--- src/hw/rtl/nta_pkg.sv ---
package nta_pkg;

  localparam int DEF_TABLE_DEPTH = 16;
  localparam int DEF_NUM_IFACES  = 4;

  localparam int IFACE_W = 2;
  localparam int ID_W    = 32;
  localparam int AGE_W   = 10;
  localparam int COUNT_W = 5;
  localparam int HELLO_W = 8;

  localparam logic [AGE_W-1:0]   AGE_MAX   = '1;
  localparam logic [COUNT_W-1:0] COUNT_MAX = '1;
  localparam logic [HELLO_W-1:0] HELLO_RST = 8'd5;

  localparam logic KIND_HELLO = 1'b0;
  localparam logic KIND_TICK  = 1'b1;

  typedef struct packed {
    logic               kind;
    logic [IFACE_W-1:0] iface_index;
    logic [ID_W-1:0]    nbr_router_id;
    logic [ID_W-1:0]    nbr_address;
    logic [ID_W-1:0]    nbr_netmask;
  } in_item_t;

  typedef struct packed {
    logic               lsu_needed;
    logic               added;
    logic               refreshed;
    logic               full_drop;
    logic [COUNT_W-1:0] expired_count;
    logic [COUNT_W-1:0] iface_nbr_count;
  } out_item_t;

  typedef struct packed {
    logic [IFACE_W-1:0] iface;
    logic [ID_W-1:0]    peer_id;
    logic [ID_W-1:0]    address;
    logic [ID_W-1:0]    netmask;
    logic [AGE_W-1:0]   age;
  } entry_t;

endpackage

--- src/hw/rtl/neighbor_table_with_aging_core.sv ---
// Channel  | Ports                          | Direction
// ---------+--------------------------------+-----------
// input    | in_valid, in_stall, in_item    | hello/tick in
// result   | out_valid, out_stall, out_item | one result per item
// config   | cfg_valid, cfg_ready, cfg_data | hello_interval write
//
// Each item walks the entry memory once, one read per cycle through its
// single read port; a new item is taken only in ST_IDLE, after the last result is registered.
// Reset (synchronous, rst_n low) clears valid bits, interface counts and
// control; entry contents are not cleared and no clearing pass is needed.
// A stalled result sits in the output register while the next item runs.
module neighbor_table_with_aging_core
  import nta_pkg::*;
#(
  parameter int TABLE_DEPTH = DEF_TABLE_DEPTH,
  parameter int NUM_IFACES  = DEF_NUM_IFACES
) (
  input  logic               clk,
  input  logic               rst_n,
  input  logic               in_valid,
  output logic               in_stall,
  input  in_item_t           in_item,
  output logic               out_valid,
  input  logic               out_stall,
  output out_item_t          out_item,
  input  logic               cfg_valid,
  output logic               cfg_ready,
  input  logic [HELLO_W-1:0] cfg_data
);

  localparam int AW   = $clog2(TABLE_DEPTH);
  localparam int PW   = AW + 1;
  localparam int IW   = (NUM_IFACES > 1) ? $clog2(NUM_IFACES) : 1;
  localparam int CNTW = $clog2(TABLE_DEPTH + 1);

  typedef enum logic [1:0] {ST_IDLE, ST_SCAN, ST_FIN, ST_OUT} state_t;

  state_t              state_r, state_nxt;
  in_item_t            item_r, item_nxt;
  logic [PW-1:0]       ptr_r, ptr_nxt;
  logic                chk_vld_r, chk_vld_nxt;
  logic [AW-1:0]       chk_idx_r, chk_idx_nxt;
  logic                hit_fnd_r, hit_fnd_nxt;
  logic [AW-1:0]       hit_idx_r, hit_idx_nxt;
  logic                free_fnd_r, free_fnd_nxt;
  logic [AW-1:0]       free_idx_r, free_idx_nxt;
  logic [COUNT_W-1:0]  exp_r, exp_nxt;
  logic [TABLE_DEPTH-1:0] valid_r, valid_nxt;
  logic [CNTW-1:0]     cnt_r [NUM_IFACES];
  logic [CNTW-1:0]     cnt_nxt [NUM_IFACES];
  logic [HELLO_W-1:0]  hello_r, hello_nxt;
  out_item_t           res_r, res_nxt;
  logic                out_valid_r, out_valid_nxt;
  out_item_t           out_item_r, out_item_nxt;

  entry_t              mem [TABLE_DEPTH];
  entry_t              rd_data_r;
  logic                rd_en;
  logic [AW-1:0]       rd_addr;
  logic                wr_en;
  logic [AW-1:0]       wr_addr;
  entry_t              wr_data;

  logic [AGE_W-1:0]    limit;
  logic                ifc_ok;
  logic [IW-1:0]       ifc_idx;
  logic [IW-1:0]       f_idx;
  logic                f_ok;
  logic [CNTW-1:0]     cnt_after;
  entry_t              new_entry;

  assign in_stall  = (state_r != ST_IDLE);
  assign cfg_ready = 1'b1;
  assign out_valid = out_valid_r;
  assign out_item  = out_item_r;

  assign limit   = AGE_W'({2'b00, hello_r}) + AGE_W'({1'b0, hello_r, 1'b0});
  assign ifc_ok  = 32'(item_r.iface_index) < 32'(NUM_IFACES);
  assign ifc_idx = IW'(item_r.iface_index);
  assign f_ok    = 32'(rd_data_r.iface) < 32'(NUM_IFACES);
  assign f_idx   = IW'(rd_data_r.iface);

  always_comb begin
    new_entry.iface   = item_r.iface_index;
    new_entry.peer_id = item_r.nbr_router_id;
    new_entry.address = item_r.nbr_address;
    new_entry.netmask = item_r.nbr_netmask;
    new_entry.age     = '0;
  end

  always_comb begin
    state_nxt     = state_r;
    item_nxt      = item_r;
    ptr_nxt       = ptr_r;
    chk_vld_nxt   = 1'b0;
    chk_idx_nxt   = chk_idx_r;
    hit_fnd_nxt   = hit_fnd_r;
    hit_idx_nxt   = hit_idx_r;
    free_fnd_nxt  = free_fnd_r;
    free_idx_nxt  = free_idx_r;
    exp_nxt       = exp_r;
    valid_nxt     = valid_r;
    cnt_nxt       = cnt_r;
    hello_nxt     = hello_r;
    res_nxt       = res_r;
    out_valid_nxt = out_valid_r;
    out_item_nxt  = out_item_r;
    rd_en         = 1'b0;
    rd_addr       = ptr_r[AW-1:0];
    wr_en         = 1'b0;
    wr_addr       = chk_idx_r;
    wr_data       = rd_data_r;
    cnt_after     = cnt_r[ifc_idx];

    if (cfg_valid) begin
      hello_nxt = cfg_data;
    end
    if (out_valid_r && !out_stall) begin
      out_valid_nxt = 1'b0;
    end

    unique case (state_r)
      ST_IDLE: begin
        if (in_valid) begin
          item_nxt     = in_item;
          ptr_nxt      = '0;
          hit_fnd_nxt  = 1'b0;
          free_fnd_nxt = 1'b0;
          exp_nxt      = '0;
          state_nxt    = ST_SCAN;
        end
      end
      ST_SCAN: begin
        if (ptr_r < PW'(TABLE_DEPTH)) begin
          rd_en       = 1'b1;
          ptr_nxt     = ptr_r + 1'b1;
          chk_vld_nxt = 1'b1;
          chk_idx_nxt = ptr_r[AW-1:0];
        end
        if (chk_vld_r) begin
          if (item_r.kind == KIND_TICK) begin
            if (valid_r[chk_idx_r]) begin
              if (rd_data_r.age > limit) begin
                valid_nxt[chk_idx_r] = 1'b0;
                if (exp_r != COUNT_MAX) begin
                  exp_nxt = exp_r + 1'b1;
                end
                if (f_ok && cnt_r[f_idx] != '0) begin
                  cnt_nxt[f_idx] = cnt_r[f_idx] - 1'b1;
                end
              end else if (rd_data_r.age != AGE_MAX) begin
                wr_en       = 1'b1;
                wr_data.age = rd_data_r.age + 1'b1;
              end
            end
          end else begin
            if (valid_r[chk_idx_r]) begin
              if (!hit_fnd_r && rd_data_r.iface == item_r.iface_index &&
                  rd_data_r.peer_id == item_r.nbr_router_id) begin
                hit_fnd_nxt = 1'b1;
                hit_idx_nxt = chk_idx_r;
              end
            end else if (!free_fnd_r) begin
              free_fnd_nxt = 1'b1;
              free_idx_nxt = chk_idx_r;
            end
          end
          if (chk_idx_r == AW'(TABLE_DEPTH - 1)) begin
            state_nxt = ST_FIN;
          end
        end
      end
      ST_FIN: begin
        res_nxt   = '0;
        state_nxt = ST_OUT;
        if (item_r.kind == KIND_TICK) begin
          res_nxt.lsu_needed    = (exp_r != '0);
          res_nxt.expired_count = exp_r;
        end else if (ifc_ok) begin
          wr_data = new_entry;
          if (hit_fnd_r) begin
            wr_en             = 1'b1;
            wr_addr           = hit_idx_r;
            res_nxt.refreshed = 1'b1;
          end else if (free_fnd_r) begin
            wr_en                 = 1'b1;
            wr_addr               = free_idx_r;
            valid_nxt[free_idx_r] = 1'b1;
            cnt_after             = cnt_r[ifc_idx] + 1'b1;
            cnt_nxt[ifc_idx]      = cnt_after;
            res_nxt.added         = 1'b1;
            res_nxt.lsu_needed    = 1'b1;
          end else begin
            res_nxt.full_drop = 1'b1;
          end
          res_nxt.iface_nbr_count = (32'(cnt_after) > 32'(COUNT_MAX)) ?
                                    COUNT_MAX : COUNT_W'(cnt_after);
        end
      end
      ST_OUT: begin
        if (!out_valid_r || !out_stall) begin
          out_valid_nxt = 1'b1;
          out_item_nxt  = res_r;
          state_nxt     = ST_IDLE;
        end
      end
      default: state_nxt = ST_IDLE;
    endcase
  end

  always_ff @(posedge clk) begin
    if (rd_en) begin
      rd_data_r <= mem[rd_addr];
    end
    if (wr_en) begin
      mem[wr_addr] <= wr_data;
    end
  end

  always_ff @(posedge clk) begin
    item_r     <= item_nxt;
    ptr_r      <= ptr_nxt;
    chk_idx_r  <= chk_idx_nxt;
    hit_idx_r  <= hit_idx_nxt;
    free_idx_r <= free_idx_nxt;
    exp_r      <= exp_nxt;
    res_r      <= res_nxt;
    out_item_r <= out_item_nxt;
    hit_fnd_r  <= hit_fnd_nxt;
    free_fnd_r <= free_fnd_nxt;
    if (!rst_n) begin
      state_r     <= ST_IDLE;
      chk_vld_r   <= 1'b0;
      valid_r     <= '0;
      hello_r     <= HELLO_RST;
      out_valid_r <= 1'b0;
      for (int i = 0; i < NUM_IFACES; i++) begin
        cnt_r[i] <= '0;
      end
    end else begin
      state_r     <= state_nxt;
      chk_vld_r   <= chk_vld_nxt;
      valid_r     <= valid_nxt;
      hello_r     <= hello_nxt;
      out_valid_r <= out_valid_nxt;
      cnt_r       <= cnt_nxt;
    end
  end

endmodule

--- config.mk ---
export PLATFORM = sky130hd
export DESIGN_NAME = neighbor_table_with_aging_core
export DESIGN_NICKNAME = d
export VERILOG_FILES = /design/src/hw/rtl/nta_pkg.sv /design/src/hw/rtl/neighbor_table_with_aging_core.sv
export SDC_FILE = /design/constraint.sdc
export NUM_CORES = 1
export LEC_CHECK = 0
export BUFFER_PORTS_ARGS = -buffer_cell sky130_fd_sc_hd__buf_2
export CAP_MARGIN = 30
export CELL_PAD_IN_SITES_DETAIL_PLACEMENT = 1
export CELL_PAD_IN_SITES_GLOBAL_PLACEMENT = 2
export CORE_MARGIN = 10
export CORE_UTILIZATION = 32
export CTS_CLUSTER_SIZE = 16
export DETAILED_ROUTE_END_ITERATION = 12
export HOLD_SLACK_MARGIN = 0.08
export PLACE_DENSITY = 0.55
export SETUP_SLACK_MARGIN = 0.02
export SLEW_MARGIN = 20
export SYNTH_ARGS = -nofsm -noshare
export SYNTH_HDL_FRONTEND = slang
export SYNTH_SLANG_ARGS = --single-unit
--- constraint.sdc ---
create_clock -name clk -period 9.9 [get_ports clk]
set_input_delay 1.485 -clock clk [delete_from_list [all_inputs] [get_ports clk]]
set_output_delay 1.485 -clock clk [all_outputs]
set_load 0.05 [all_outputs]
# Word-level counts from Yosys, hierarchy flattened
# Memories as Yosys holds them, arrays and structs flattened. A register that Yosys moved wholly into a read port is not among the register bits.
# Cells that the tools add are included.
# word_totals
inputBits	112
memories	1
regBits	199
mem_bits_rw	1728
# classes
n_eq_ne	24
bitwise_logic	7
n_addsub	6
mux	94
order_cmp	10
reduce_logical	30
# memory_table
memory	depth	width	rd	rd_clocked_by_memory_dff	wr	line_no	source
mem	16	108	1	1	1	neighbor_table_with_aging_core.sv:56	entry_t mem [TABLE_DEPTH];
# op_table
operator	count
2-to-1 mux 20 bit	8
2-to-1 mux 16 bit	7
2-to-1 mux 108 bit	1
2-to-1 mux 98 bit	1
2-to-1 mux 5 bit	15
2-to-1 mux 10 bit	5
bitwise mux 20 bit	2
one-hot mux 20 bit (2 select lines)	1
equality test 32 bit	1
!= test 2 bit, second input constant	16
one-hot mux 16 bit (2 select lines)	1
2-to-1 mux 1 bit	29
binary-select mux 5 bit (select 2 bit)	2
demux 5 bit (select 2 bit)	2
one-hot mux 10 bit (2 select lines)	1
one-hot mux 5 bit (2 select lines)	2
AND 16 bit	1
2-to-1 mux 4 bit	4
inverter 16 bit	1
bitwise OR 16 bit	1
adder 5 x 1 -> 5 bit, second input constant	3
2-to-1 mux 2 bit	6
adder 10 x 1 -> 10 bit, second input constant	1
adder 8 x 9 -> 10 bit	1
34 further kinds	59

# Depth between registers and ports, before layout
# Gate-level depths: netlist of run 1.
# depth
word_depth	12
mapped_depth	18
ltp_nobuf	17

# Least setup slack after synthesis of run 1
# Ideal clock, no wire load.
# synth_path
path_type	register to register
startpoint	reg hello_r[1]
endpoint	mem mem[10][0] (netlist bit), enable pin
setup_slack_ns	1.961
setup_time_ns	0.555
path_buffers	0
synth_period_minus_slack_ns	7.939
arrival_ns	7.384
t_required_ns	9.345
path_stages_with_launch	18
path_cell_list	dfxtp_1 ha_1 inv_1 fa_1 inv_1 a21oi_1 o21bai_1 a21o_1 a21o_1 xor2_1 ha_1 a21oi_1 o21ai_0 a2111oi_0 o211ai_1 nor2_1 nor2_1 nor4_1
# synth_between
elab_chain_len	9
# synth_rtl
element	line_no	source
start, declared	neighbor_table_with_aging_core.sv:51	logic [HELLO_W-1:0] hello_r, hello_nxt;
start signal, assigned	neighbor_table_with_aging_core.sv:244	hello_r <= hello_nxt;
adder 8 x 9 -> 10 bit	neighbor_table_with_aging_core.sv:77	assign limit = AGE_W'({2'b00, hello_r}) + AGE_W'({1'b0, hello_r, 1'b0});
> comparator 10 bit	neighbor_table_with_aging_core.sv:143	if (rd_data_r.age > limit) begin
2-to-1 mux 1 bit	neighbor_table_with_aging_core.sv:143	
2-to-1 mux 1 bit	neighbor_table_with_aging_core.sv:142	if (valid_r[chk_idx_r]) begin
2-to-1 mux 1 bit	neighbor_table_with_aging_core.sv:141	if (item_r.kind == KIND_TICK) begin
2-to-1 mux 1 bit	neighbor_table_with_aging_core.sv:140	if (chk_vld_r) begin
one-hot mux 1 bit (2 select lines)	neighbor_table_with_aging_core.sv:122	unique case (state_r)
2-to-1 mux 1 bit	neighbor_table_with_aging_core.sv:215	if (wr_en) begin
2-to-1 mux 1 bit (implied by the code)	neighbor_table_with_aging_core.sv:216	mem[wr_addr] <= wr_data;
end, declared	neighbor_table_with_aging_core.sv:56	
# Every way passes these cells.

# Final worst setup path of run 1
# layout_path
startpoint	reg hello_r[1]
endpoint	mem mem[4][106] (netlist bit), enable pin
# Same word-level chain as after synthesis.

==> tab_implementation.tex, run 1 <==
\begin{tabular}{lr}
\hline
Metric & Value \\
\hline
\multicolumn{2}{l}{\textbf{Run status}} \\
Outcome & finished clean \\
\multicolumn{2}{l}{\textbf{Cells and area}} \\
Final non-filler cell total & 3507 \\
Area occupied by registers & 0.0260 mm\^{}2 \\
Area of the multi-input gates & 0.00922 mm\^{}2 \\
Fill cells & 10800 \\
Fraction of layout cells with a size suffix above 1 & 26.6\% \\
Layout area overhead & 15.9\% \\
Number of nets in the layout & 2092 \\
Diode insertion count for antenna repair & 0 \\
Layout Utilization & 37.3\% \\
Post-route design area & 0.0412 mm\^{}2 \\
\multicolumn{2}{l}{\textbf{Run}} \\
Number of violations of the max-capacitance limit & 0 \\
\multicolumn{2}{l}{\textbf{Placement}} \\
Routability cong. & 0.755 \\
Quantity of I/O buffers inserted on ports & 63 \\
Number of placed instances with taps included & 3334 \\
Placed Area & 0.0380 mm\^{}2 \\
DP HPWL & 50300 um \\
Post-placement worst setup slack & 3.67 ns \\
\multicolumn{2}{l}{\textbf{Worst hold path}} \\
Worst hold stages & 0 \\
End point of the worst hold path & out\_item[11]\$\_DFFE\_PP\_ \\
Hold path startpoint & res\_r[11]\$\_SDFFCE\_PP0P\_ \\
Class of the most critical hold timing path & flip-flop to flip-flop \\
\multicolumn{2}{l}{\textbf{Route}} \\
Iteration-0 DRC count of the detailed router & 1398 \\
Vias/cell & 5.06 \\
Routed vias & 17700 \\
Detail Route Antenna Nets & 0 \\
Average wire length per cell after detail routing & 26.4 um \\
Total detailed-routing wirelength & 92700 um \\
Number of search-and-repair iterations in the first detailed-routing pass & 5 \\
Post-route DRC & 0 \\
\multicolumn{2}{l}{\textbf{Timing}} \\
Final worst setup slack & 3.80 ns \\
Endpoints failing setup & 0 \\
FMAX & 164 MHz \\
Slew Limit Fails & 0 \\
Final worst path period need & 6.10 ns \\
Final worst-path cycle share & 61.6\% \\
Hold slack final & 0.418 ns \\
RSZ-0062 raised after global routing & false \\
Worst Max-Slew Pin Slew & 0.998 ns \\
Setup tns final & 0 ns \\
Worst clock skew & 0.0622 ns \\
Final hold violations & 0 \\
Max-slew headroom & 32.8\% \\
\multicolumn{2}{l}{\textbf{Pwr}} \\
Overall power of the completed layout & 11.8 mW \\
Power Dens Cells & 287 mW/mm\^{}2 \\
Standby leakage power & 13.1 nW \\
Maximum resistive drop on vdd & 0.156 mV \\
\multicolumn{2}{l}{\textbf{Clock network}} \\
Cells resized by post-CTS repair & 0 \\
Number of buffers inserted by hold repair at cts & 0 \\
Clk\_lat worst skew & 0.70 ns \\
Count of buffers added by post-CTS timing repair for setup & 0 \\
Depth of the CTS H-tree & 3 \\
CTS tree & built \\
Clock root buffer & sky130\_fd\_sc\_hd\_\_clkbuf\_16 \\
Total clock buffers created by CTS & 98 \\
Clock transition at the register clock pins on the worst setup and hold paths after CTS & 0.06 ns \\
Clock sink count & 883 \\
Number of buffers between clock root and the deepest sink & 3 \\
\multicolumn{2}{l}{\textbf{Worst setup path}} \\
Maximum net fanout on the critical path & 29 \\
Sort of element at the start of the critical path & flip-flop \\
Critical path class & flip-flop to flip-flop \\
Kind of end point of the critical path & flip-flop \\
Series of cell instances along the critical path & ha\_1 > inv\_1 > fa\_1 > inv\_1 > a21oi\_1 > o21bai\_1 > a21o\_1 > a21o\_1 > xor2\_1 > ha\_1 > a21oi\_1 > o21ai\_0 > a2111oi\_0 > o211ai\_1 > o22ai\_2 > nand3\_1 > nor2\_4 > buf\_4 \\
Startpoint of the worst register-to-register path & hello\_r[1]\$\_SDFFE\_PN0P\_ \\
Worst path top cell family by delay & compound AO/OA/AOI/OAI gates \\
FF-to-FF setup slack & 3.80 ns \\
Cell at the slowest stage of the critical path & sky130\_fd\_sc\_hd\_\_nor2\_4 \\
Worst stage delay on the critical path & 0.76 ns \\
Crit path DAT & 6.38 ns \\
R2R depth & 18 \\
Worst r2r dst & mem[4][106]\$\_DFFE\_PP\_ \\
Critical path buffers and inverters & 3 \\
Worst path required time & 10.18 ns \\
\multicolumn{2}{l}{\textbf{Global route}} \\
Maximum number of pins on one net before global-route repair & 125 \\
Overall fraction of global-route tracks in use & 14.7\% \\
Initial antenna violation count & 1 \\
Total overflow reported by the global router & 0 \\
Vias in the first global route & 19300 \\
Wire length of the first global-routing pass & 137000 um \\
\multicolumn{2}{l}{\textbf{Yosys}} \\
Mapped Cells & 1827 \\
Seq cells post-synth & 883 \\
Combined area of all synthesized cells & 0.0356 mm\^{}2 \\
Proportion of synthesized flip-flops having asynchronous set or reset & 0\% \\
Total number of yosys warnings & 0 \\
Top cell types by occurrence after synthesis & sky130\_fd\_sc\_hd\_\_edfxtp\_1 (835), sky130\_fd\_sc\_hd\_\_mux4\_2 (230), sky130\_fd\_sc\_hd\_\_nand2\_1 (164), sky130\_fd\_sc\_hd\_\_nor2\_1 (64), sky130\_fd\_sc\_hd\_\_clkbuf\_1 (58) \\
EDFF count, synth & 835 \\
Most common cell in the netlist & sky130\_fd\_sc\_hd\_\_edfxtp\_1 \\
Synthesized net count & 1972 \\
Yosys top cell area share & 70.5\% \\
Number of distinct library cells after synthesis & 68 \\
Ys flop type & sky130\_fd\_sc\_hd\_\_edfxtp\_1 \\
Library cell with the largest summed area after synthesis & sky130\_fd\_sc\_hd\_\_edfxtp\_1 \\
Largest cells by area after synthesis & sky130\_fd\_sc\_hd\_\_edfxtp\_1 (71\%), sky130\_fd\_sc\_hd\_\_mux4\_2 (15\%), sky130\_fd\_sc\_hd\_\_dfxtp\_1 (2.7\%) \\
Part of the Yosys area used for sequential elements & 73.2\% \\
Mean Syn Cell Area & 19.5 um\^{}2 \\
\multicolumn{2}{l}{\textbf{Floorplan}} \\
Standard-cell row count & 122 \\
Placeable core area & 0.111 mm\^{}2 \\
Io pins & 129 \\
Die outline area & 0.125 mm\^{}2 \\
Starting Density & 32.2\% \\
Die X-Extent & 353 um \\
Y dimension of the die & 353 um \\
\hline
\end{tabular}
==> worst max path at each step <==
stage,to,slack (ns),depth (start not counted),start
after CTS,mem[4][106]$_DFFE_PP_,3.65,18,hello_r[1]$_SDFFE_PN0P_
after detailed placement,mem[4][99]$_DFFE_PP_,3.67,18,hello_r[1]$_SDFFE_PN0P_
final,mem[4][106]$_DFFE_PP_,3.80,18,hello_r[1]$_SDFFE_PN0P_
after global placement,mem[7][105]$_DFFE_PP_,3.51,18,hello_r[1]$_SDFFE_PN0P_
after floorplan,mem[10][0]$_DFFE_PP_,1.96,17,hello_r[1]$_SDFFE_PN0P_
after global routing,mem[4][106]$_DFFE_PP_,3.23,18,hello_r[1]$_SDFFE_PN0P_
==> cells in the final DEF (no fill, tap or decap), types with 4 or more instances in the layout <==
| cell | Yosys | routed |
|---|---|---|
| sky130_fd_sc_hd__nor3_1 | 8 | 8 |
| sky130_fd_sc_hd__buf_12 | 0 | 5 |
| sky130_fd_sc_hd__bufinv_16 | 0 | 10 |
| sky130_fd_sc_hd__clkinv_2 | 0 | 12 |
| sky130_fd_sc_hd__mux2i_1 | 22 | 22 |
| sky130_fd_sc_hd__nand4_1 | 6 | 6 |
| sky130_fd_sc_hd__xor2_1 | 39 | 39 |
| sky130_fd_sc_hd__buf_4 | 1 | 33 |
| sky130_fd_sc_hd__nand2_1 | 164 | 164 |
| sky130_fd_sc_hd__clkinv_1 | 0 | 13 |
| sky130_fd_sc_hd__xnor2_1 | 14 | 14 |
| sky130_fd_sc_hd__nor4_1 | 16 | 14 |
| sky130_fd_sc_hd__o22ai_1 | 7 | 7 |
| sky130_fd_sc_hd__o221a_2 | 19 | 19 |
| sky130_fd_sc_hd__a21oi_1 | 29 | 28 |
| sky130_fd_sc_hd__and3_1 | 4 | 4 |
| sky130_fd_sc_hd__clkbuf_1 | 58 | 27 |
| sky130_fd_sc_hd__nand3_1 | 18 | 18 |
| sky130_fd_sc_hd__o211a_1 | 4 | 4 |
| sky130_fd_sc_hd__and2_1 | 17 | 17 |
| sky130_fd_sc_hd__nor2_4 | 0 | 16 |
| sky130_fd_sc_hd__nand3b_1 | 4 | 4 |
| sky130_fd_sc_hd__nor2b_1 | 16 | 15 |
| sky130_fd_sc_hd__o211ai_1 | 8 | 8 |
| sky130_fd_sc_hd__a21o_1 | 8 | 8 |
| sky130_fd_sc_hd__or2_2 | 5 | 5 |
| sky130_fd_sc_hd__nand2b_1 | 14 | 13 |
| sky130_fd_sc_hd__edfxtp_1 | 835 | 835 |
| sky130_fd_sc_hd__buf_16 | 0 | 6 |
| sky130_fd_sc_hd__mux2_2 | 9 | 9 |
| sky130_fd_sc_hd__o21ai_0 | 27 | 27 |
| sky130_fd_sc_hd__mux4_2 | 230 | 230 |
| sky130_fd_sc_hd__buf_2 | 11 | 65 |
| sky130_fd_sc_hd__nor2_1 | 64 | 48 |
| sky130_fd_sc_hd__dfxtp_1 | 48 | 48 |
| sky130_fd_sc_hd__ha_1 | 32 | 32 |
| sky130_fd_sc_hd__clkbuf_16 | 0 | 99 |
| sky130_fd_sc_hd__inv_1 | 22 | 22 |
==> state kept, by name, summed over array words and instances, names as in the netlist <==
name,cells
mem,704
f_idx,2
cnt_r,20
hello_r,8
state_r,2
hit_idx_r,4
free_fnd_r,1
out_item,14
res_r,14
rd_data_r,42
valid_r,16
item_r,33
free_idx_r,4
out_valid,1
chk_idx_r,4
ptr_r,5
hit_fnd_r,1
chk_vld_r,1
exp_r,5
ifc_idx,2
==> kinds of logic (layout without fill, tap and decap cells) <==
kind of cell    count (synthesis)  after routing  share of synthesized area, %
flops                         883            883                          73.2
simple gates                  348            348                          4.52
mux                           261            261                          15.5
compound gates                137            137                          3.00
buf+inv                       111            303                          1.29
xor+xnor                       53             53                          1.31
fa+ha+maj                      33             33                          1.18
other cells                     1              1                        0.0105
==> power by group <==
part	switching, mW	internal [mW]
Sequential	0.234	4.89
Clock	1.49	2.12
Combinational	1.85	1.25
==> metal layers <==
| layer | wire [um] | track usage, % | vias to the layer above |
|---|---|---|---|
| met4 | 1720 | 3.32 | 0 |
| met1 | 42900 | 20.6 | 9624 |
| met5 | 0 | 0 | - |
| met3 | 3240 | 2.22 | 121 |
| li1 | - | - | 7655 |
| met2 | 44900 | 24.2 | 330 |
==> layout make-up <==
type,count,share of cell area [%]
clock buffers,129,6.36
flip-flops and latches,883,63.2
clock inverters,43,1.35
repair buffers,109,2.03
inverters,22,0.200
well taps,1488,4.52
multi-input cells,833,22.4
No activity file was read; power rests on OpenSTA's default activity.
==> run 2: changes to the inputs <==
--- a/config.mk
+++ b/config.mk
@@ -5,6 +5,7 @@
 export SDC_FILE = /design/constraint.sdc
 export NUM_CORES = 1
 export LEC_CHECK = 0
+export ABC_AREA = 1
 export BUFFER_PORTS_ARGS = -buffer_cell sky130_fd_sc_hd__buf_2
 export CAP_MARGIN = 30
 export CELL_PAD_IN_SITES_DETAIL_PLACEMENT = 1
@@ -14,7 +15,7 @@
 export CTS_CLUSTER_SIZE = 16
 export DETAILED_ROUTE_END_ITERATION = 12
 export HOLD_SLACK_MARGIN = 0.08
-export PLACE_DENSITY = 0.55
+export PLACE_DENSITY = 0.63
 export SETUP_SLACK_MARGIN = 0.02
 export SLEW_MARGIN = 20
 export SYNTH_ARGS = -nofsm -noshare
==> constraint.sdc (replaced) <==
create_clock -name clk -period 5 [get_ports clk]
set_input_delay 0.75 -clock clk [delete_from_list [all_inputs] [get_ports clk]]
set_output_delay 0.75 -clock clk [all_outputs]
set_load 0.05 [all_outputs]
==> run 2 against run 1 <==
Cell area grew 3.3%. Synthesized area rose by 3.9%. First-iteration DRC count is 23% higher. Non-clock buffer count up 28. Largest cell class unchanged. Setup slack worse by 3.1 ns. Register-to-register slack got worse by 3.1 ns. Critical path depth grew 2. Routed wire length increased by 14%.
==> tab_implementation.tex, run 2 <==
\begin{tabular}{lr}
\hline
Metric & Value \\
\hline
\multicolumn{2}{l}{\textbf{Global route}} \\
Maximum number of pins on one net before global-route repair & 183 \\
Vias in the first global route & 25500 \\
Initial antenna violation count & 1 \\
Overall fraction of global-route tracks in use & 15.9\% \\
Wire length of the first global-routing pass & 160000 um \\
Total overflow reported by the global router & 0 \\
\multicolumn{2}{l}{\textbf{Pwr}} \\
Maximum resistive drop on vdd & 0.554 mV \\
Overall power of the completed layout & 24.5 mW \\
Standby leakage power & 14.6 nW \\
Power Dens Cells & 575 mW/mm\^{}2 \\
\multicolumn{2}{l}{\textbf{Route}} \\
Total detailed-routing wirelength & 106000 um \\
Iteration-0 DRC count of the detailed router & 1726 \\
Average wire length per cell after detail routing & 22.5 um \\
Detail Route Antenna Nets & 0 \\
Number of search-and-repair iterations in the first detailed-routing pass & 5 \\
Routed vias & 24200 \\
Vias/cell & 5.14 \\
Post-route DRC & 0 \\
\multicolumn{2}{l}{\textbf{Worst setup path}} \\
Cell at the slowest stage of the critical path & sky130\_fd\_sc\_hd\_\_buf\_4 \\
Worst stage delay on the critical path & 0.44 ns \\
Sort of element at the start of the critical path & flip-flop \\
Kind of end point of the critical path & flip-flop \\
Worst path top cell family by delay & simple AND/OR/NAND/NOR gates \\
Critical path buffers and inverters & 3 \\
Critical path class & flip-flop to flip-flop \\
Maximum net fanout on the critical path & 26 \\
Series of cell instances along the critical path & ha\_1 > inv\_1 > fa\_1 > o21ai\_0 > a21oi\_1 > o21ai\_0 > a21oi\_1 > ha\_1 > nand2\_1 > inv\_1 > a21oi\_1 > nand3\_1 > nand2\_1 > nand2\_2 > nor2\_4 > nand3\_1 > nand2\_2 > nand2\_2 > nor2\_4 > buf\_4 \\
Crit path DAT & 4.65 ns \\
Worst path required time & 5.31 ns \\
\multicolumn{2}{l}{\textbf{Timing}} \\
Final worst path period need & 4.34 ns \\
FMAX & 230 MHz \\
Slew Limit Fails & 0 \\
Max-slew headroom & 31.0\% \\
Final hold violations & 0 \\
Worst Max-Slew Pin Slew & 1.04 ns \\
RSZ-0062 raised after global routing & false \\
Final worst-path cycle share & 86.9\% \\
Worst clock skew & 0.0272 ns \\
Endpoints failing setup & 0 \\
Final worst setup slack & 0.657 ns \\
\multicolumn{2}{l}{\textbf{Clock network}} \\
CTS tree & built \\
Cells resized by post-CTS repair & 0 \\
Number of buffers between clock root and the deepest sink & 3 \\
Depth of the CTS H-tree & 3 \\
Clock root buffer & sky130\_fd\_sc\_hd\_\_clkbuf\_16 \\
Clk\_lat worst skew & 0.68 ns \\
Number of buffers inserted by hold repair at cts & 0 \\
Clock sink count & 883 \\
Total clock buffers created by CTS & 99 \\
Count of buffers added by post-CTS timing repair for setup & 0 \\
Clock transition at the register clock pins on the worst setup and hold paths after CTS & 0.06 ns \\
\multicolumn{2}{l}{\textbf{Cells and area}} \\
Diode insertion count for antenna repair & 0 \\
Most frequent cells in the layout & sky130\_fd\_sc\_hd\_\_edfxtp\_1 (835), sky130\_fd\_sc\_hd\_\_nor2\_1 (517), sky130\_fd\_sc\_hd\_\_nand2\_1 (405), sky130\_fd\_sc\_hd\_\_o21ai\_0 (234), sky130\_fd\_sc\_hd\_\_inv\_1 (149) \\
Most frequent standard cell in the layout excluding fill and tap cells & sky130\_fd\_sc\_hd\_\_edfxtp\_1 \\
Fraction of layout cells with a size suffix above 1 & 11.0\% \\
Register bank with the most flops & mem \\
Largest register FFs & 704 \\
Area of the multi-input gates & 0.00975 mm\^{}2 \\
Registers with the most flip-flops & mem x704, rd\_data\_r x42, item\_r x33 \\
Area occupied by registers & 0.0260 mm\^{}2 \\
Layout area overhead & 15.3\% \\
Number of nets in the layout & 3251 \\
Fill cells & 12200 \\
Post-route design area & 0.0426 mm\^{}2 \\
\multicolumn{2}{l}{\textbf{Yosys}} \\
Number of distinct library cells after synthesis & 50 \\
Ys flop type & sky130\_fd\_sc\_hd\_\_edfxtp\_1 \\
Yosys top cell area share & 67.9\% \\
Top cell types by occurrence after synthesis & sky130\_fd\_sc\_hd\_\_edfxtp\_1 (835), sky130\_fd\_sc\_hd\_\_nor2\_1 (535), sky130\_fd\_sc\_hd\_\_nand2\_1 (405), sky130\_fd\_sc\_hd\_\_o21ai\_0 (241), sky130\_fd\_sc\_hd\_\_inv\_1 (152) \\
Largest cells by area after synthesis & sky130\_fd\_sc\_hd\_\_edfxtp\_1 (68\%), sky130\_fd\_sc\_hd\_\_nor2\_1 (5.4\%), sky130\_fd\_sc\_hd\_\_nand2\_1 (4.1\%) \\
Library cell with the largest summed area after synthesis & sky130\_fd\_sc\_hd\_\_edfxtp\_1 \\
Seq cells post-synth & 883 \\
Total number of yosys warnings & 0 \\
Part of the Yosys area used for sequential elements & 70.5\% \\
Proportion of synthesized flip-flops having asynchronous set or reset & 0\% \\
Mean Syn Cell Area & 12.2 um\^{}2 \\
Most common cell in the netlist & sky130\_fd\_sc\_hd\_\_edfxtp\_1 \\
Combined area of all synthesized cells & 0.0369 mm\^{}2 \\
Mapped Cells & 3027 \\
Synthesized net count & 3172 \\
EDFF count, synth & 835 \\
\multicolumn{2}{l}{\textbf{Floorplan}} \\
Die outline area & 0.129 mm\^{}2 \\
Io pins & 129 \\
Die X-Extent & 360 um \\
Placeable core area & 0.115 mm\^{}2 \\
Y dimension of the die & 360 um \\
Standard-cell row count & 124 \\
Starting Density & 32.3\% \\
\multicolumn{2}{l}{\textbf{Placement}} \\
Post-placement worst setup slack & 0.555 ns \\
DP HPWL & 60900 um \\
Routability cong. & 0.771 \\
Quantity of I/O buffers inserted on ports & 63 \\
Placed Area & 0.0394 mm\^{}2 \\
\multicolumn{2}{l}{\textbf{Run}} \\
Number of violations of the max-capacitance limit & 0 \\
\multicolumn{2}{l}{\textbf{Run status}} \\
Outcome & finished clean \\
\multicolumn{2}{l}{\textbf{Worst hold path}} \\
Class of the most critical hold timing path & input pin to flip-flop \\
\hline
\end{tabular}
-- run 2: cell types whose count changed after synthesis, sizes merged, moves of 25 or more --
| cell | previous run | this run |
|---|---|---|
| o21ai | 27 | 248 |
| clkbuf | 58 | 109 |
| a21oi | 32 | 57 |
| o32ai | 1 | 109 |
| mux4 | 230 | 0 |
| nor2 | 64 | 544 |
| mux2i | 22 | 67 |
| inv | 22 | 167 |
| nand3 | 19 | 132 |
| nand2 | 164 | 423 |
| xor2 | 39 | 13 |
| o221ai | 2 | 67 |
-- run 2: power breakdown --
part / internal, mW / switching, mW / total, mW
registers: 9.63 / 0.387 / 10.0
logic: 2.09 / 5.47 / 7.56
clock network: 3.92 / 2.99 / 6.91
-- run 2: kinds of logic after synthesis --
kind of cell / Yosys count / synth area share, %
compound gates: 551 / 9.73
xor+xnor: 22 / 0.522
fa+ha+maj: 33 / 1.14
buf+inv: 328 / 3.52
flops: 883 / 70.5
mux: 67 / 1.82
other cells: 1 / 0.0102
simple gates: 1142 / 12.8
-- run 2: final timing paths --
kind,start,end,slack (ns),cells past startpoint
worst max-delay path,hello_r[1]$_SDFFE_PN0P_,mem[6][101]$_DFFE_PP_,0.66,20
worst min-delay path,in_item[69],item_r[69]$_DFFE_PP_,0.25,1
worst max register to register,hello_r[1]$_SDFFE_PN0P_,mem[6][101]$_DFFE_PP_,0.66,20
worst min register to register,res_r[10]$_SDFFCE_PP0P_,out_item[10]$_DFFE_PP_,0.41,0
-- run 2: final cells by class --
cell class	count	area share, %
Tap cell	1512	4.44
Inverter	169	1.52
Clock buffer	123	6.13
Clock inverter	58	1.10
Timing Repair Buffer	137	2.79
Multi-Input combinational cell	1816	22.9
Sequential cell	883	61.1
-- run 2: routing by layer --
| layer | wire (um) | vias to the layer above | GRT usage, % |
|---|---|---|---|
| li1 | - | 11200 | - |
| met1 | 47700 | 12400 | 20.9 |
| met2 | 51600 | 463 | 27.2 |
| met3 | 4020 | 158 | 2.34 |
| met4 | 2490 | 0 | 4.09 |
| met5 | 0 | - | 0 |
-- run 2: through the flow --
| stage | utilization, % | cells | TNS [ns] | hold slack [ns] |
|---|---|---|---|---|
| 6_report | 37.2 | 4698 | 0 | 0.250 |
| 5_1_grt | 37.2 | 4698 | 0 | 0.203 |
| 4_1_cts | 37.1 | 4694 | 0 | 0.195 |
| 3_5_place_dp | 34.4 | 4513 | 0 | 0.408 |
| 3_3_place_gp | 34.4 | 4508 | 0 | 0.405 |
| 2_1_floorplan | - | 3027 | -120.77 | 0.400 |
